==> src/hdl/dtwb_pkg.sv <==
`timescale 1ns / 1ps
`default_nettype none

package dtwb_pkg;

  // sizes of the series stores and the datapath
  localparam int MAX_LEN     = 256;
  localparam int SAMPLE_BITS = 16;
  localparam int LEN_W       = $clog2(MAX_LEN + 1);
  localparam int ADDR_W      = $clog2(MAX_LEN);
  localparam int DIST_W      = 32;
  localparam int COST_W      = SAMPLE_BITS + 1;
  localparam int FRAC_W      = 9;
  localparam int FRAC_SHIFT  = 8;
  localparam int PROD_W      = FRAC_W + LEN_W;
  localparam int BAND_W      = PROD_W - FRAC_SHIFT;
  localparam int CMD_W       = 2;
  localparam int STAT_W      = 2;
  localparam int CFG_IDX_W   = 1;

  localparam logic [DIST_W-1:0] DIST_ONES = {DIST_W{1'b1}};
  localparam logic [FRAC_W-1:0] FRAC_RESET = FRAC_W'(26);

  // input commands
  typedef enum logic [CMD_W-1:0] {
    CMD_FIRST   = 2'd0,
    CMD_SECOND  = 2'd1,
    CMD_COMPUTE = 2'd2
  } cmd_t;

  // result status codes
  typedef enum logic [STAT_W-1:0] {
    ST_OK    = 2'd0,
    ST_EMPTY = 2'd1,
    ST_SAT   = 2'd2,
    ST_OVF   = 2'd3
  } status_t;

  // configuration register indexes
  typedef enum logic [CFG_IDX_W-1:0] {
    CFG_BAND_ENABLE   = 1'b0,
    CFG_BAND_FRACTION = 1'b1
  } cfg_idx_t;

  // sequencer states
  typedef enum logic [5:0] {
    S_IDLE  = 6'b000001,
    S_SETUP = 6'b000010,
    S_ROW   = 6'b000100,
    S_MIN   = 6'b001000,
    S_ADD   = 6'b010000,
    S_DONE  = 6'b100000
  } state_t;

  // controls from the sequencer to the cell unit
  typedef struct packed {
    logic row_start;
    logic first_row;
    logic do_min;
    logic do_add;
    logic band_ok;
  } cell_ctl_t;

endpackage

`default_nettype wire

==> src/hdl/dtwb_cell.sv <==
`timescale 1ns / 1ps
`default_nettype none

module dtwb_cell
  import dtwb_pkg::*;
(
  input  wire                          clk,
  input  wire cell_ctl_t               ctl,
  input  wire signed [SAMPLE_BITS-1:0] a_smp,
  input  wire signed [SAMPLE_BITS-1:0] b_smp,
  input  wire        [DIST_W-1:0]      up_q,
  output logic       [DIST_W-1:0]      sum_o
);

  logic [DIST_W-1:0] diag_r;
  logic [DIST_W-1:0] left_r;
  logic [DIST_W-1:0] min_r;
  logic [COST_W-1:0] cost_r;
  logic              band_r;

  logic [DIST_W-1:0]        up;
  logic [DIST_W-1:0]        min_ul;
  logic [DIST_W-1:0]        min3;
  logic signed [COST_W-1:0] diff;
  logic [COST_W-1:0]        cost_abs;
  logic [DIST_W:0]          sum_ext;

  // the row above does not exist on the first row
  assign up = ctl.first_row ? DIST_ONES : up_q;

  // least of the three predecessors, ties fall through
  assign min_ul = (left_r < up) ? left_r : up;
  assign min3   = (diag_r < min_ul) ? diag_r : min_ul;

  // local cost
  assign diff     = COST_W'(a_smp) - COST_W'(b_smp);
  assign cost_abs = diff[COST_W-1] ? COST_W'(-diff) : COST_W'(diff);

  // saturating accumulate, cells outside the band are unreachable
  assign sum_ext = {1'b0, min_r} + (DIST_W + 1)'(cost_r);
  always_comb begin
    if (!band_r || sum_ext[DIST_W]) begin
      sum_o = DIST_ONES;
    end else begin
      sum_o = sum_ext[DIST_W-1:0];
    end
  end

  // first step: cost and minimum, second step: add
  always_ff @(posedge clk) begin
    if (ctl.row_start) begin
      diag_r <= ctl.first_row ? '0 : DIST_ONES;
      left_r <= DIST_ONES;
    end else if (ctl.do_min) begin
      cost_r <= cost_abs;
      min_r  <= min3;
      diag_r <= up;
      band_r <= ctl.band_ok;
    end else if (ctl.do_add) begin
      left_r <= sum_o;
    end
  end

endmodule

`default_nettype wire

==> config.mk <==
export PLATFORM = sky130hd
export DESIGN_NAME = dtwb_cell
export DESIGN_NICKNAME = d
export VERILOG_FILES = /design/src/hdl/dtwb_pkg.sv /design/src/hdl/dtwb_cell.sv
export SDC_FILE = /design/constraint.sdc
export NUM_CORES = 1
export LEC_CHECK = 0
export BUFFER_PORTS_ARGS = -buffer_cell sky130_fd_sc_hd__clkbuf_2
export CAP_MARGIN = 20
export CORE_UTILIZATION = 60
export DETAILED_ROUTE_END_ITERATION = 7
export PLACE_DENSITY = 0.82
export SYNTH_ARGS = -nofsm -noshare
export SYNTH_HDL_FRONTEND = slang
export SYNTH_SLANG_ARGS = --single-unit
==> constraint.sdc <==
create_clock -name clk -period 5.7 [get_ports clk]
set_clock_uncertainty 0.05 [all_clocks]
set_input_delay 0.285 -clock clk [delete_from_list [all_inputs] [get_ports clk]]
set_output_delay 0.285 -clock clk [all_outputs]
set_load 0.05 [all_outputs]
==> flow_summary_export.csv, run 1 <==
group,metric,value,unit
yosys,yosysWarnings,0,
timing,fin_tns_setup,0,ns
placement,dp_hpwl,15900,um
placement,place_congestion,0.911,
yosys,syn_area_per_cell,9.14,um2
yosys,synth_area,0.00866,mm2
yosys,yosysSeqAreaShare,35.8,%
floorplan,io_pins,102,
yosys,synth_edf_count,82,
worst_setup_path,crit_required,5.90,ns
grt,overflow,0,
job,max_cap_viol_count,0,
worst_setup_path,worstSetupStartpointType,"primary input",
timing,fmax,186,MHz
yosys,synth.area.top_cells,"edfxtp_1 28%, ha_1 14%, dfxtp_1 7.4%, a21o_1 4.2%, nor2_1 4.2%",
yosys,synth_top_area_cell,"edfxtp_1",
worst_setup_path,crit_fanout,20,
clock_network,worstSkewPairLatency,0.42,ns
worst_setup_path,end_kind,"register",
clock_network,cts_setup_buffers,0,
clock_network,clkSinkCount,114,
timing,slew-limit-headroom,31.9,%
final_layout,drive_above_1_share,14.9,%
detailed_routing,drtAntennaViolNets,0,
power_and_ir_drop,p_switching,1.07,mW
worst_setup_path,worstPathArrival,5.56,ns
timing,drv_slew,0,
yosys,synth-simple-area-share,15.9,%
grt,grt_start_max_net_pins,51,
placement,placed_area,0.00935,mm2
detailed_routing,drt_iter0_markers,644,
final_layout,fin_cells,1239,
yosys,synth_seq_cells,114,
floorplan,die_h,122,um
final_layout,final_cell_mix,"101 x clkbuf_2, 95 x ha_1, 94 x nor2_1",
timing,finalSetupViolCount,0,
detailed_routing,drt_wl_total,21900,um
detailed_routing,wl_per_cell,17.7,um
grt,grt_first_pass_wirelength,34300,um
yosys,syn_nets,1115,
timing,hold_viol,0,
yosys,synth_xor_area_share,4.35,%
power_and_ir_drop,combPwrFrac,33.6,%
floorplan,die_x,122,um
clock_network,cts_inserted_buffers,17,
final_layout,design_area,0.00992,mm2
placement,portBuffers,101,
floorplan,core_area,0.0140,mm2
power_and_ir_drop,p_leak,4.66,nW
yosys,synthAdderAreaFrac,14.2,%
detailed_routing,post-route-drc-count,0,
detailed_routing,vias,7686,
final_layout,diodes,0,
floorplan,rows,43,
grt,track_usage,30.0,%
yosys,netlist_instances,948,
run_status,outcome,"finished, final reports clean",
clock_network,tritoncts,"done",
clock_network,h-tree-depth,4,
timing,timing.final.crit_share,94.1,%
floorplan,initial_core_util,61.9,%
yosys,synth_top_family_by_area,"compound AO/OA/AOI/OAI gates",
timing,period_minus_slack,5.36,ns
clock_network,clk_pin_slew_worst_paths,0.05,ns
final_layout,nNetsFinal,1213,
detailed_routing,first_pass_iters,5,
timing,tightest_slew,1.02,ns
yosys,ys_types,69,
power_and_ir_drop,vdd_drop_max,0.000234,V
yosys,synth_top_area_share,28.4,%
worst_setup_path,worstSetupPathType,"in2reg",
detailed_routing,routed_via_density,6.20,
grt,grt_pass1_vias,6978,
clock_network,cts_root_buf,"clkbuf_16",
yosys,muxShareOfSynthArea,3.97,%
power_and_ir_drop,pwr-share-seq,33.8,%
timing,rsz0062_at_grt,"false",
yosys,synth_compound_area_share,20.4,%
final_layout,layout_commonest_cell,"clkbuf_2",
final_layout,area.growth.synth_to_final,14.6,%
power_and_ir_drop,cellPowerDensity,310,mW/mm2
timing,whs,0.126,ns
placement,dp_cells,1205,
power_and_ir_drop,p_int,2.01,mW
power_and_ir_drop,netSwitchingFraction,34.6,%
power_and_ir_drop,p_clk_share,32.7,%
yosys,synthArstFlopShare,0,%
floorplan,die_area,0.0149,mm2
min_path,worstHoldPathType,"in2reg",
grt,antenna_found_initial,0,
yosys,synth_ff_type,"edfxtp_1",
clock_network,cts_buffer_depth,2,
[synth_stat cells, drive strengths merged (3+ instances only)]
cell     instances
nor4             5
ha              95
nand2           49
xor2            19
and3            10
a311oi           3
o21a            44
edfxtp          82
clkbuf          27
nand4           12
inv             72
dfxtp           32
a2111oi          5
o211ai           8
o2111ai          3
a21o            49
or3             12
nor2b            8
nor3            47
o22a             3
and2             4
mux2             3
or2              5
nand2b           6
nor2            97
a21oi           60
nand3           26
o21ai           35
buf             14
xnor2           24
o31ai            3
a211oi          10
mux2i           31
a41oi            4
a31oi           11
[timing repair]
| item | 4_1_cts | 5_1_grt |
|---|---|---|
| gates resized for setup | 0 | 0 |
| endpoints found under the hold margin | 1 | 0 |
| hold buffers | 1 | 0 |
[state kept, by name (all words and copies together), names as in the netlist]
name / cells
diag_r: 32
left_r: 32
cost_r: 17
band_r: 1
min_r: 32
[critical path, cell delays in order]
cell	delay, ns
clkbuf_2	0.25
buf_4	0.26
nor2_1	0.16
ha_1	0.26
a21o_1	0.18
nand3_1	0.08
a21oi_1	0.07
a2111oi_0	0.75
buf_4	0.25
a311oi_4	0.10
nand2b_1	0.19
buf_4	0.22
a21o_1	0.20
ha_1	0.30
a21o_1	0.16
a21o_1	0.19
a2111oi_0	0.51
buf_4	0.20
nand2_1	0.08
o31ai_4	0.26
buf_4	0.36
mux2i_1	0.26
[stage by stage]
step           worst slack, ns  power [mW]  utilization, %
5_1_grt                 0.0855        3.22            70.9
3_3_place_gp             0.207        2.04            66.8
3_5_place_dp            0.0370        2.06            66.8
2_1_floorplan            0.832        1.81               -
4_1_cts                  0.425        3.07            70.8
6_report                 0.337        3.08            70.9
[cell type report]
class	count	area, um2
clock buffer	24	462
clock inverter	8	86.3
timing repair buffer	120	658
sequential	114	3100
tap	180	225
fill	1068	4070
multi-input combinational	721	5120
inverter	72	270
[power groups by stage]
stage	Sequential, mW	Clock [mW]	Combinational [mW]
CTS	1.04	1.01	1.02
detailed placement	1.05	0	1.01
global route	1.05	1.05	1.12
global placement	1.05	0	0.991
floorplan	1.04	0	0.772
finish	1.04	1.01	1.03
[worst paths after layout]
path	startpoint	endpoint	slack [ns]	depth (start not counted)
hold reg to reg	left_r[27]	left_r[27]	0.46	2
setup reg to reg	left_r[17]	min_r[26]	0.50	19
hold / removal	up_q[23]	diag_r[23]	0.13	2
setup / recovery	ctl[3]	min_r[26]	0.34	22
[per-layer routing]
metal	GRT usage, %	part of all wire, %	vias up
met3	4.87	7.7	49
met4	11.5	2.5	0
met2	45.2	45	325
met1	43.0	45	3629
met5	0	0	-
li1	-	-	3683
[cells by family (layout without fill, tap and decap cells)]
logic type,count (synthesis),count (layout)
adders and majority gates,97,97
buffers and inverters,113,224
xor gates and xnor gates,43,43
AOI/OAI and AO/OA,258,258
and+or+nand+nor,289,289
muxes,34,34
DFF,114,114
Power figures use the tool's default switching activity.
==> run 2, diff against run 1 <==
CORE_ASPECT_RATIO = 1.75   (was default)
CTS_CLUSTER_DIAMETER = 50   (was default)
==> flow_summary_export.csv, run 2 (synthesis gave the netlist of run 1 again) <==
group,metric,value,unit
final_layout,layout_commonest_cell,"clkbuf_2",
min_path,min_path_cells,2,
timing,fin_tns_setup,0,ns
worst_setup_path,reg2reg_to,"min_r[28]",
worst_setup_path,cp_top_family,"compound AO/OA/AOI/OAI gates",
clock_network,cts_root_buf,"clkbuf_16",
final_layout,nNetsFinal,1213,
min_path,hold_end,"diag_r[3]",
timing,hold_viol,0,
final_layout,area.growth.synth_to_final,15.4,%
power_and_ir_drop,vdd_drop_max,0.000161,V
final_layout,ff_latch_area,0.00310,mm2
floorplan,io_pins,102,
timing,finalSetupViolCount,0,
grt,grt-busiest-layer,"met2",
worst_setup_path,path_buf_inv,5,
timing,timing.final.crit_share,89.4,%
min_path,worstHoldPathType,"in2reg",
worst_setup_path,crit_chain,"clkbuf_2, buf_4, nor2_1, ha_1, a21o_1, a21o_1, a21oi_1, o21a_1, inv_1, buf_4, nor3_1, a21o_1, ha_1, a21oi_1, o221ai_1, a21oi_1, o211ai_1, a221oi_1, nand2_1, o31ai_4, buf_4, mux2i_1",
timing,tightest_slew,0.942,ns
worst_setup_path,r2r-start,"left_r[21]",
clock_network,cts_buffer_depth,2,
power_and_ir_drop,p_total,3.19,mW
final_layout,multi_input_area,0.00512,mm2
placement,place_congestion,0.938,
worst_setup_path,max_stage_delay,0.34,ns
clock_network,cts_setup_buffers,0,
power_and_ir_drop,cellPowerDensity,319,mW/mm2
grt,overflow,0,
placement,dp_cells,1203,
worst_setup_path,crit_required,5.90,ns
run_status,outcome,"finished, final reports clean",
grt,grt_pass1_vias,7925,
floorplan,die_area,0.0149,mm2
job,max_cap_viol_count,0,
grt,use_met1,30.1,%
floorplan,core_area,0.0140,mm2
worst_setup_path,crit_fanout,17,
detailed_routing,post-route-drc-count,0,
worst_setup_path,worstSetupPathType,"in2reg",
detailed_routing,routed_via_density,6.34,
grt,grt_start_max_net_pins,51,
detailed_routing,drtAntennaViolNets,0,
clock_network,clk_pin_slew_worst_paths,0.06,ns
final_layout,fin_cells,1236,
clock_network,clkSinkCount,114,
worst_setup_path,r2r_cells,18,
final_layout,design_area,0.0100,mm2
floorplan,initial_core_util,62.0,%
worst_setup_path,worstSetupStartpointType,"primary input",
worst_setup_path,worstPathArrival,5.30,ns
final_layout,num-fill-cells,1076,
timing,fmax,196,MHz
detailed_routing,first_pass_iters,5,
detailed_routing,vias,7837,
worst_setup_path,end_kind,"register",
grt,track_usage,32.1,%
grt,grt_first_pass_wirelength,36700,um
grt,antenna_found_initial,0,
grt,met2_usage,60.5,%
floorplan,die_x,92.8,um
final_layout,fin_util,71.5,%
clock_network,cts_inserted_buffers,17,
final_layout,drive_above_1_share,15.5,%
detailed_routing,wl_per_cell,18.7,um
timing,period_minus_slack,5.10,ns
final_layout,largest_registers,"diag_r x32, left_r x32, min_r x32",
min_path,hp-start,"up_q[3]",
placement,dp_hpwl,17000,um
final_layout,diodes,0,
floorplan,die_h,161,um
floorplan,rows,57,
grt,grtUsageMet3,6.96,%
placement,portBuffers,101,
clock_network,h-tree-depth,4,
detailed_routing,drt_iter0_markers,424,
timing,drv_slew,0,
clock_network,worstSkewPairLatency,0.42,ns
timing,rsz0062_at_grt,"false",
power_and_ir_drop,p_leak,4.69,nW
worst_setup_path,r2r_setup_slack,0.73,ns
timing,slew-limit-headroom,37.2,%
detailed_routing,drt_wl_total,23100,um
clock_network,tritoncts,"done",
worst_setup_path,crit_slowest_cell,"a221oi_1",
final_layout,final_cell_mix,"101 x clkbuf_2, 95 x ha_1, 94 x nor2_1",
placement,placed_area,0.00937,mm2
[run 2: cell count changes in the layout (fill, tap and decap cells not counted), sizes merged]
| cell | previous run | this run |
|---|---|---|
| clkbuf | 125 | 124 |
| bufinv | 2 | 3 |
| clkinvlp | 0 | 2 |
| clkinv | 6 | 4 |
[run 2: how the worst max path moves through the flow]
stage / start / to / slack [ns] / cells past startpoint
finish: ctl[3] / min_r[28] / 0.60 / 22
global route: ctl[3] / min_r[30] / 0.31 / 22
CTS: ctl[3] / min_r[26] / 0.74 / 22
detailed placement: ctl[3] / min_r[23] / 0.44 / 22
global placement: ctl[3] / min_r[17] / 0.57 / 22
floorplan: ctl[3] / min_r[0] / 0.83 / 20
[run 2: through the flow]
step	hold slack, ns	setup WS, ns
2_1_floorplan	0.334	0.832
6_report	0.116	0.602
4_1_cts	0.00179	0.735
5_1_grt	0.116	0.309
3_3_place_gp	0.420	0.573
3_5_place_dp	0.420	0.438
[run 2: layer usage]
layer | wire [um] | vias up | part of all wire, %
met4 | 1470 | 0 | 6.4
met1 | 7920 | 3695 | 34
met2 | 12500 | 336 | 54
met3 | 1190 | 110 | 5.2
met5 | 0 | - | 0
li1 | - | 3696 | -
[run 2: power breakdown]
group          switching [mW]  total, mW  leakage (nW)  internal [mW]
combinational           0.674       1.05          3.35          0.377
clock                   0.374       1.10         0.297          0.730
sequential             0.0474       1.04          1.04          0.990
total                    1.09       3.19          4.69           2.10
[run 2: area by class of cell]
| type | instances | share of cell area (%) |
|---|---|---|
| clock buffer | 23 | 4.88 |
| inverter | 72 | 2.70 |
| clock inverter | 9 | 1.28 |
| multi-input combinational | 721 | 51.2 |
| tap | 177 | 2.21 |
| timing repair buffer | 120 | 6.71 |
| sequential | 114 | 31.0 |
[run 2: repair_timing]
| action | 4_1_cts | 5_1_grt |
|---|---|---|
| setup endpoints to repair | 0 | 0 |
| endpoints found under the hold margin | 0 | 1 |
| hold buffers | 0 | 1 |
| gates resized for setup | 0 | 0 |
==> run 3, diff against run 2 <==
RECOVER_POWER = 25   (was default)
==> flow_summary_export.csv, run 3 (synthesis gave the netlist of run 1 again) <==
group,metric,value,unit
run_status,outcome,"finished, violations left",
run_status,violations,"max-capacitance violations, max-slew violations",
final_layout,design_area,0.00999,mm2
final_layout,num-fill-cells,1076,
final_layout,final_cell_mix,"99 x clkbuf_2, 95 x ha_1, 94 x nor2_1",
grt,grt_pass1_vias,7925,
timing,timing.final.crit_share,89.5,%
detailed_routing,wl_per_cell,18.6,um
final_layout,largest_registers,"diag_r x32, left_r x32, min_r x32",
clock_network,clkSinkCount,114,
worst_setup_path,worstSetupStartpointType,"primary input",
clock_network,cts_root_buf,"clkbuf_16",
floorplan,die_x,92.8,um
placement,dp_hpwl,17000,um
final_layout,diodes,0,
worst_setup_path,r2r_setup_slack,0.75,ns
power_and_ir_drop,netSwitchingFraction,34.2,%
floorplan,rows,57,
detailed_routing,drtAntennaViolNets,0,
floorplan,die_h,161,um
power_and_ir_drop,p_leak,4.68,nW
power_and_ir_drop,p_clk_share,34.6,%
power_and_ir_drop,p_total,3.19,mW
timing,fin_tns_setup,0,ns
worst_setup_path,cp_top_family,"compound AO/OA/AOI/OAI gates",
clock_network,cts_buffer_depth,2,
floorplan,io_pins,102,
detailed_routing,routed_via_density,6.32,
worst_setup_path,crit_slowest_cell,"a221oi_1",
power_and_ir_drop,cellPowerDensity,319,mW/mm2
floorplan,die_area,0.0149,mm2
power_and_ir_drop,combPwrFrac,32.9,%
worst_setup_path,crit_chain,"clkbuf_2, buf_4, nor2_1, ha_1, a21o_1, a21o_1, a21oi_1, o21a_1, inv_1, buf_4, nor3_1, a21o_1, ha_1, a21oi_1, o221ai_1, a21oi_1, o211ai_1, a221oi_1, nand2_1, o31ai_4, buf_4, mux2i_1",
min_path,worstHoldPathType,"in2reg",
placement,place_congestion,0.938,
clock_network,h-tree-depth,4,
power_and_ir_drop,vdd_drop_max,0.000159,V
detailed_routing,vias,7811,
clock_network,cts_inserted_buffers,17,
placement,portBuffers,101,
final_layout,drive_above_1_share,15.1,%
clock_network,clk_pin_slew_worst_paths,0.05,ns
timing,rsz0062_at_grt,"false",
placement,place_ws,0.438,ns
timing,drv_slew,84,
final_layout,multi_input_area,0.00512,mm2
worst_setup_path,end_kind,"register",
worst_setup_path,crit_fanout,17,
placement,dp_cells,1203,
power_and_ir_drop,p_int,2.10,mW
grt,grt_first_pass_wirelength,36700,um
timing,slew-limit-headroom,-89.6,%
worst_setup_path,path_buf_inv,5,
detailed_routing,first_pass_iters,5,
final_layout,ff_latch_area,0.00310,mm2
final_layout,fin_util,71.5,%
detailed_routing,drt_wl_total,23000,um
final_layout,nNetsFinal,1213,
floorplan,initial_core_util,62.0,%
grt,antenna_found_initial,0,
detailed_routing,post-route-drc-count,0,
grt,track_usage,32.1,%
placement,placed_area,0.00937,mm2
grt,overflow,0,
power_and_ir_drop,p_switching,1.09,mW
clock_network,tritoncts,"done",
timing,finalSetupViolCount,0,
power_and_ir_drop,pwr-share-seq,32.6,%
timing,whs,0.119,ns
final_layout,area.growth.synth_to_final,15.4,%
worst_setup_path,worstPathArrival,5.31,ns
worst_setup_path,crit_required,5.91,ns
job,max_cap_viol_count,2,
timing,hold_viol,0,
grt,grt_start_max_net_pins,51,
timing,tightest_slew,2.84,ns
floorplan,core_area,0.0140,mm2
final_layout,layout_commonest_cell,"clkbuf_2",
timing,final.setup.worst_slack,0.601,ns
timing,period_minus_slack,5.10,ns
clock_network,worstSkewPairLatency,0.42,ns
worst_setup_path,worstSetupPathType,"in2reg",
final_layout,fin_cells,1236,
detailed_routing,drt_iter0_markers,441,
timing,fmax,196,MHz
worst_setup_path,max_stage_delay,0.36,ns
[run 3: cell types whose count changed in the layout (fill, tap and decap cells not counted), sizes merged]
cell,change
buf,-1
clkbuf,+1
[run 3: area by class of cell]
class | count | share of cell area (%)
Multi-Input combinational cell | 721 | 51.2
Sequential cell | 114 | 31.1
Timing Repair Buffer | 120 | 6.65
Clock buffer | 23 | 4.88
Inverter | 72 | 2.70
Tap cell | 177 | 2.22
Clock inverter | 9 | 1.28
[run 3: metal layers]
layer  part of all wire (%)  GRT usage, %  up-vias
met2                     54          60.5      306
met1                     34          30.1     3705
met5                      0             0        -
met4                    6.4          21.1        0
li1                       -             -     3690
met3                    5.1          6.96      110
[run 3: path summary, 6_finish.rpt]
kind,startpoint,to,cells past startpoint
worst max-delay path,ctl[3],min_r[28],22
worst min-delay path,up_q[3],diag_r[3],2
worst max register to register,left_r[21],min_r[28],18
worst min register to register,left_r[30],left_r[30],2
[run 3: repair_timing]
action	4_1_cts	5_1_grt
resized for setup	0	0
hold endpoints to repair	0	1
setup buffers	0	0
hold buffers	0	1
[run 3: power groups by stage]
stage	Clock, mW	Sequential (mW)	Combinational [mW]
2_1_floorplan	0	1.04	0.772
3_5_place_dp	0	1.05	1.02
3_3_place_gp	0	1.05	1.00
6_report	1.10	1.04	1.05
5_1_grt	1.15	1.05	1.14
4_1_cts	1.10	1.04	1.04
